[src/tsch_pkg.sv]
package tsch_pkg;

  // group geometry
  localparam int NUM_WEIGHTS = 16;
  localparam int IN_W        = 32;
  localparam int CODES_W     = 2 * NUM_WEIGHTS;
  localparam int EXT_W       = (CODES_W > IN_W) ? CODES_W : IN_W;
  localparam int CNT_W       = $clog2(NUM_WEIGHTS + 1);
  localparam int HASH_W      = 64;

  // fnv-1a 64 offset basis
  localparam logic [HASH_W-1:0] FNV_BASIS = 64'hcbf2_9ce4_8422_2325;

  typedef logic [1:0] code_t;

  localparam code_t CODE_NEG  = 2'd0;
  localparam code_t CODE_ZERO = 2'd1;
  localparam code_t CODE_POS  = 2'd2;
  localparam code_t CODE_BAD  = 2'd3;

  // sideband that rides along the hash rounds
  typedef struct packed {
    logic               flipped;
    logic               bad_code;
    logic [CODES_W-1:0] canon;
  } side_t;

  // one fnv-1a round: xor the code in, multiply by the prime 0x100_0000_01b3
  // prime = 2^40 + 2^8 + 2^7 + 2^5 + 2^4 + 2^1 + 1, so shifts and adds only
  function automatic logic [HASH_W-1:0] fnv_round(logic [HASH_W-1:0] h, code_t c);
    logic [HASH_W-1:0] x;
    x = h ^ HASH_W'(c);
    return (x << 40) + (x << 8) + (x << 7) + (x << 5) + (x << 4) + (x << 1) + x;
  endfunction

  // any element carrying the invalid code
  function automatic logic has_code3(logic [EXT_W-1:0] v);
    logic any;
    any = 1'b0;
    for (int i = 0; i < NUM_WEIGHTS; i++) begin
      any = any | (v[2*i +: 2] == CODE_BAD);
    end
    return any;
  endfunction

endpackage

[src/tsch_fnv_round.sv]
module tsch_fnv_round (
  input  logic                       clk,
  input  logic                       rst_n,
  input  logic                       vld_i,
  input  logic [tsch_pkg::HASH_W-1:0] hash_i,
  input  tsch_pkg::code_t            code_i,
  input  tsch_pkg::side_t            side_i,
  output logic                       vld_o,
  output logic [tsch_pkg::HASH_W-1:0] hash_o,
  output tsch_pkg::side_t            side_o
);
  import tsch_pkg::*;

  logic              vld_r;
  logic [HASH_W-1:0] hash_r;
  side_t             side_r;

  always_ff @(posedge clk) begin
    if (!rst_n) begin
      vld_r <= 1'b0;
    end else begin
      vld_r <= vld_i;
    end
  end

  // payload only moves when a transaction is present
  always_ff @(posedge clk) begin
    if (vld_i) begin
      hash_r <= fnv_round(hash_i, code_i);
      side_r <= side_i;
    end
  end

  assign vld_o  = vld_r;
  assign hash_o = hash_r;
  assign side_o = side_r;

endmodule

[config.mk]
export PLATFORM = sky130hd
export DESIGN_NAME = tsch_fnv_round
export DESIGN_NICKNAME = d
export VERILOG_FILES = /design/src/tsch_pkg.sv /design/src/tsch_fnv_round.sv
export SDC_FILE = /design/constraint.sdc
export NUM_CORES = 1
export LEC_CHECK = 0
export BUFFER_PORTS_ARGS = -buffer_cell sky130_fd_sc_hd__buf_4
export CAP_MARGIN = 10
export CORE_MARGIN = 2
export CORE_UTILIZATION = 55
export CTS_CLUSTER_DIAMETER = 80
export DETAILED_ROUTE_END_ITERATION = 10
export PLACE_DENSITY = 0.77
export SETUP_SLACK_MARGIN = 0.3
export SLEW_MARGIN = 0
export SYNTH_ARGS = -nofsm -noshare
export SYNTH_HDL_FRONTEND = slang
export SYNTH_SLANG_ARGS = --single-unit
[constraint.sdc]
create_clock -name clk -period 13.85 [get_ports clk]
set_input_delay 0.6925 -clock clk [delete_from_list [all_inputs] [get_ports clk]]
set_output_delay 0.6925 -clock clk [all_outputs]
set_load 0.05 [all_outputs]
Word level (Yosys, flattened, before mapping)
Cells that the tools add are included.
{ "totals": {"register_bits": 99, "latchBits": 0, "ram_bits": 0, "romBits": 0, "input_bits": 103, "mem_count": 0} }
{ "classes": {"add_sub_neg": 6, "multipliers": 0, "div": 0, "magnitude_cmp": 0, "eq_ne": 0, "shift": 0, "n_mux": 0, "n_bitwise": 1, "reduce_logical": 0} }
{ "ops": {"columns": ["op", "n"], "rows": [
  ["64-bit adder", 6],
  ["64-bit by 2-bit bitwise XOR with 64-bit output", 1]
]} }

Logic depth before layout (Yosys ltp)
{ "logic_depth": {"depth_word": 7, "mapped_depth": 20} }

Worst setup path before layout
No wires, ideal clock.
{ "synth_path": {"kind": "input to register", "start": "input port hash_i[43] in the netlist's numbering", "end": "register hash_r[61], in the netlist hash_o[61] (data pin)", "setup_time_ps": 260, "arrival_ps": 5279, "setup_slack_ps": 8311, "stages": 20, "n_path_buf": 1, "path_cell_list": "inv_1 > fa_1 > inv_1 > fa_1 > inv_1 > fa_1 > fa_1 > inv_1 > ha_1 > buf_6 > a21o_1 > a21o_1 > a221o_1 > a21oi_1 > nor2b_1 > or4_1 > a311oi_2 > o31ai_2 > a221oi_2 > xnor2_1"} }
{ "synth_between": {"elab_chain_len": 7} }
{ "synth_lines": {"columns": ["element", "line", "source"], "rows": [
  ["from (decl)", "tsch_fnv_round.sv:5", "input logic [tsch_pkg::HASH_W-1:0] hash_i,"],
  ["64-bit by 2-bit bitwise XOR with 64-bit output (*)", "tsch_pkg.sv:32", "x = h ^ HASH_W'(c);"],
  ["64-bit adder (5 in series)", "tsch_pkg.sv:33", "return (x << 40) + (x << 8) + (x << 7) + (x << 5) + (x << 4) + (x << 1) + x;"],
  ["64-bit adder (*)", "tsch_pkg.sv:33", null],
  ["to (signal assigned)", "tsch_fnv_round.sv:29", "hash_r <= fnv_round(hash_i, code_i);"],
  ["to (decl)", "tsch_fnv_round.sv:15", "logic [HASH_W-1:0] hash_r;"]
]} }
Every way passes the cells marked *; elsewhere a longest branch is shown, timed or not.
A chain may end at the register's enable or synchronous reset.

Final worst setup path
{ "layout_path": {"start": "input port code_i[0]", "end": "register hash_r[60], in the netlist hash_o[60] (data pin)"} }
{ "layout_between": {"elab_chain_len": 7} }
{ "layout_lines": {"columns": ["element", "line", "source"], "rows": [
  ["from (decl)", "tsch_fnv_round.sv:6", "input tsch_pkg::code_t code_i,"],
  ["64-bit by 2-bit bitwise XOR with 64-bit output (*)", "tsch_pkg.sv:32", null],
  ["64-bit adder (5 in series)", "tsch_pkg.sv:33", null],
  ["64-bit adder (*)", "tsch_pkg.sv:33", null]
]} }
Marks and branches as above.

==> metrics.txt <==
# TYPE chip_impl_metric gauge
chip_impl_info{name="synthFlopType",value="sky130_fd_sc_hd__edfxtp_1"} 1
chip_impl_metric{name="synth_area",unit="mm2"} 0.0135
chip_impl_metric{name="core-area",unit="mm2"} 0.0242
chip_impl_metric{name="layout.filler_cells",unit=""} 1908
chip_impl_metric{name="grt_usage",unit="%"} 24.8
chip_impl_metric{name="routedWlPerCell",unit="um"} 16.5
chip_impl_metric{name="die_area",unit="mm2"} 0.0258
chip_impl_metric{name="post-cts-setup-buffer-count",unit=""} 0
chip_impl_metric{name="flip_flop_and_latch_count_after_synthesis",unit=""} 99
chip_impl_metric{name="tns",unit="ns"} 0
chip_impl_metric{name="longest_clk_path_bufs",unit=""} 2
chip_impl_metric{name="port_buffers",unit=""} 201
chip_impl_metric{name="initial_core_util",unit="%"} 55.8
chip_impl_metric{name="ys_async_sr_fraction",unit="%"} 0
chip_impl_metric{name="grt_overflow_total",unit=""} 0
chip_impl_metric{name="synth.yosys.seq_area_share",unit="%"} 22.0
chip_impl_metric{name="numCtsBuffers",unit=""} 9
chip_impl_metric{name="io_pins",unit=""} 202
chip_impl_metric{name="drtIter0Drc",unit=""} 601
chip_impl_metric{name="pin_count_of_the_biggest_net_entering_global_routing",unit=""} 72
chip_impl_metric{name="dr.pass1.iters",unit=""} 5
chip_impl_metric{name="synth.avg_cell_area",unit="um2"} 10.4
chip_impl_metric{name="post-route-min-period",unit="ns"} 5.98
chip_impl_metric{name="cp_data_arrival_time",unit="ns"} 6.11
chip_impl_metric{name="placement.cell_area",unit="mm2"} 0.0153
chip_impl_info{name="crit_end_category",value="flop"} 1
chip_impl_metric{name="std_cell_rows",unit=""} 57
chip_impl_info{name="worst_min_delay_path_category",value="in2reg"} 1
chip_impl_metric{name="worstHoldPathCells",unit=""} 1
chip_impl_metric{name="fp.dieW",unit="um"} 161
chip_impl_metric{name="max_slew.worst_pin.slew",unit="ns"} 0.893
chip_impl_metric{name="layout.area.seq",unit="mm2"} 0.00296
chip_impl_metric{name="fraction_of_layout_instances_using_a_drive_strength_above_1",unit="%"} 15.5
chip_impl_metric{name="die_height",unit="um"} 161
chip_impl_metric{name="worst_setup_hold_path_clk_slew",unit="ns"} 0.09
chip_impl_metric{name="via_count_of_the_first_global_routing_pass",unit=""} 10100
chip_impl_info{name="crit_path_start_kind",value="primary input"} 1
chip_impl_metric{name="yosysWarningCount",unit=""} 0
chip_impl_metric{name="syn_nets",unit=""} 1752
chip_impl_metric{name="crit_required",unit="ns"} 13.97
chip_impl_metric{name="yosys.cell_types.count",unit=""} 61
chip_impl_metric{name="layout-area-overhead-vs-synth",unit="%"} 16.0
chip_impl_metric{name="cts-htree-levels",unit=""} 3
chip_impl_info{name="ctsRootBufferMaster",value="sky130_fd_sc_hd__clkbuf_16"} 1
chip_impl_metric{name="multi_input_area",unit="mm2"} 0.00882
chip_impl_metric{name="number_of_antenna_diodes",unit=""} 0
chip_impl_metric{name="finish.instance_area",unit="mm2"} 0.0157
chip_impl_metric{name="timing.slew.headroom",unit="%"} 40.5
chip_impl_metric{name="final.period_utilization",unit="%"} 43.2
chip_impl_metric{name="pre_cts_slack",unit="ns"} 7.59
chip_impl_metric{name="critical_path.max_fanout",unit=""} 6
chip_impl_info{name="worst_setup_path_class",value="in2reg"} 1
chip_impl_metric{name="post_route_drc_violation_count",unit=""} 0
chip_impl_metric{name="timing.fmax",unit="MHz"} 167
chip_impl_info{name="cts_tree",value="done"} 1
chip_impl_metric{name="ant_nets",unit=""} 0
chip_impl_info{name="status",value="complete, no violations"} 1
chip_impl_metric{name="num_vias",unit=""} 9380
chip_impl_metric{name="cts_repair_resize_count",unit=""} 0
chip_impl_metric{name="post_synth_inst_count",unit=""} 1292
chip_impl_metric{name="worst_slack",unit="ns"} 7.87
chip_impl_info{name="setup_repair_after_global_routing_missed_its_margin",value="false"} 1
chip_impl_metric{name="final-setup-viol-count",unit=""} 0
chip_impl_metric{name="hold_ws",unit="ns"} 0.495
chip_impl_metric{name="drt_wl_total",unit="mm"} 30.0
chip_impl_metric{name="placer_congestion_estimate",unit=""} 0.901
chip_impl_metric{name="final-hold-violation-count",unit=""} 0
chip_impl_metric{name="grt_first_pass_wirelength",unit="mm"} 50.3
chip_impl_metric{name="clock_sinks",unit=""} 99
chip_impl_metric{name="number_of_enable_type_register_cells_in_the_synthesized_netlist",unit=""} 98
chip_impl_metric{name="cts_hold_repair.buffers",unit=""} 0
chip_impl_metric{name="grt_antenna_before_repair",unit=""} 0
chip_impl_metric{name="maxCapViolCount",unit=""} 0
chip_impl_metric{name="report.final.slew_viol_count",unit=""} 0
chip_impl_metric{name="vias_per_cell",unit=""} 5.16
chip_impl_metric{name="final_net_count",unit=""} 1948
chip_impl_metric{name="detailed_place_hpwl",unit="mm"} 26.1
## per-stage QoR
step,utilization [%],std cells
after floorplan,-,1292
after global placement,63.4,1801
after detailed placement,63.4,1801
after CTS,64.7,1817
after global routing,64.7,1817
final,64.7,1817
## cells in the final DEF (no fill, tap or decap), types with 3 or more instances in the layout
master,instances
sky130_fd_sc_hd__buf_4,203
sky130_fd_sc_hd__xor2_1,23
sky130_fd_sc_hd__and3_1,5
sky130_fd_sc_hd__nand2_1,35
sky130_fd_sc_hd__a21o_1,32
sky130_fd_sc_hd__fa_1,251
sky130_fd_sc_hd__o21ai_0,22
sky130_fd_sc_hd__nand3_1,15
sky130_fd_sc_hd__a21boi_0,6
sky130_fd_sc_hd__and2_1,4
sky130_fd_sc_hd__or2_2,4
sky130_fd_sc_hd__xnor2_1,47
sky130_fd_sc_hd__a211oi_1,10
sky130_fd_sc_hd__o31ai_1,3
sky130_fd_sc_hd__inv_1,433
sky130_fd_sc_hd__o21ai_1,8
sky130_fd_sc_hd__clkbuf_16,9
sky130_fd_sc_hd__nand4_1,18
sky130_fd_sc_hd__o21bai_1,7
sky130_fd_sc_hd__nor2_1,22
sky130_fd_sc_hd__nand2b_1,5
sky130_fd_sc_hd__a21oi_1,64
sky130_fd_sc_hd__clkinv_8,3
sky130_fd_sc_hd__nor2b_1,4
sky130_fd_sc_hd__ha_1,106
sky130_fd_sc_hd__o21a_1,6
sky130_fd_sc_hd__edfxtp_1,98
sky130_fd_sc_hd__nor3_1,7
## cells in the mapped netlist (2+ instances only)
cell type / count / area (um2)
sky130_fd_sc_hd__o21ai_0: 22 / 110
sky130_fd_sc_hd__a21oi_1: 64 / 320
sky130_fd_sc_hd__nor3_1: 7 / 35.0
sky130_fd_sc_hd__buf_2: 3 / 15.0
sky130_fd_sc_hd__o21bai_1: 7 / 52.6
sky130_fd_sc_hd__a31oi_1: 2 / 12.5
sky130_fd_sc_hd__o31ai_1: 3 / 22.5
sky130_fd_sc_hd__a2111oi_0: 2 / 17.5
sky130_fd_sc_hd__nand3_1: 15 / 75.1
sky130_fd_sc_hd__xor2_1: 23 / 201
sky130_fd_sc_hd__a21o_1: 32 / 240
sky130_fd_sc_hd__edfxtp_1: 98 / 2940
sky130_fd_sc_hd__or3_1: 2 / 12.5
sky130_fd_sc_hd__and2_1: 4 / 25.0
sky130_fd_sc_hd__nand4_1: 18 / 113
sky130_fd_sc_hd__or2_2: 4 / 25.0
sky130_fd_sc_hd__xnor2_1: 47 / 412
sky130_fd_sc_hd__ha_1: 106 / 1330
sky130_fd_sc_hd__o41ai_1: 2 / 17.5
sky130_fd_sc_hd__o21a_1: 6 / 45.0
sky130_fd_sc_hd__a211oi_1: 10 / 75.1
sky130_fd_sc_hd__a21boi_0: 6 / 45.0
sky130_fd_sc_hd__nand2b_1: 5 / 31.3
sky130_fd_sc_hd__o22ai_1: 2 / 12.5
sky130_fd_sc_hd__inv_1: 433 / 1630
sky130_fd_sc_hd__o211ai_1: 2 / 15.0
sky130_fd_sc_hd__nor2_1: 22 / 82.6
sky130_fd_sc_hd__a221oi_1: 2 / 17.5
sky130_fd_sc_hd__clkbuf_1: 11 / 41.3
sky130_fd_sc_hd__a21boi_1: 2 / 15.0
sky130_fd_sc_hd__nand2_1: 35 / 131
sky130_fd_sc_hd__and3_1: 5 / 31.3
sky130_fd_sc_hd__o21ai_1: 8 / 40.0
sky130_fd_sc_hd__fa_1: 251 / 5020
sky130_fd_sc_hd__nor2b_1: 4 / 25.0
sky130_fd_sc_hd__nor3b_1: 2 / 15.0
## cell families after synthesis
logic type               Yosys count  share of synthesized area [%]
adder cells (fa/ha/maj)          357                           47.1
AND/OR/NAND/NOR                  130                           4.88
XOR/XNOR                          70                           4.54
buffers and inverters            451                           12.7
flip-flops                        99                           22.0
AO/OA/AOI/OAI                    185                           8.88
## state kept, by name, summed over array words and instances, names as in the netlist
name,cells
hash_o,64
side_o,34
vld_o,1
## final timing paths
path | startpoint | endpoint | slack, ns
hold / removal | side_i[3] | side_o[3] | 0.50
setup / recovery | code_i[0] | hash_o[60] | 7.87
## per-layer routing
layer | routed length, um | vias to the layer above | track usage (%) | part of all wire (%)
met5 | 0 | - | 0 | 0
met4 | 456 | 0 | 5.57 | 1.5
met3 | 1720 | 31 | 4.16 | 5.7
met2 | 14800 | 289 | 42.2 | 50
met1 | 13000 | 4704 | 33.9 | 43
li1 | - | 4356 | - | -
## final cells by class
class	instances	share of cell area [%]
multi-input combinational	742	56.4
clock buffer	9	1.44
sequential	99	18.9
clock inverter	7	0.568
tap	324	2.59
inverter	433	10.4
timing repair buffer	203	9.74
## worst max-delay path: stages
cell                        delay [ns]
sky130_fd_sc_hd__buf_4            0.11
sky130_fd_sc_hd__xor2_1           0.51
sky130_fd_sc_hd__fa_1             0.55
sky130_fd_sc_hd__fa_1             0.47
sky130_fd_sc_hd__fa_1             0.51
sky130_fd_sc_hd__ha_1             0.31
sky130_fd_sc_hd__ha_1             0.36
sky130_fd_sc_hd__a21o_1           0.17
sky130_fd_sc_hd__a21oi_1          0.23
sky130_fd_sc_hd__a21oi_1          0.15
sky130_fd_sc_hd__o311ai_1         0.52
sky130_fd_sc_hd__a2111oi_0        0.23
sky130_fd_sc_hd__o21ai_1          0.46
sky130_fd_sc_hd__a21oi_1          0.17
sky130_fd_sc_hd__o22ai_1          0.32
sky130_fd_sc_hd__o21ai_1          0.15
sky130_fd_sc_hd__xor2_1           0.16
Power is left out: the tool's default activity adds up to more than one toggle a clock period on the data nets, which glitch-free logic cannot reach.
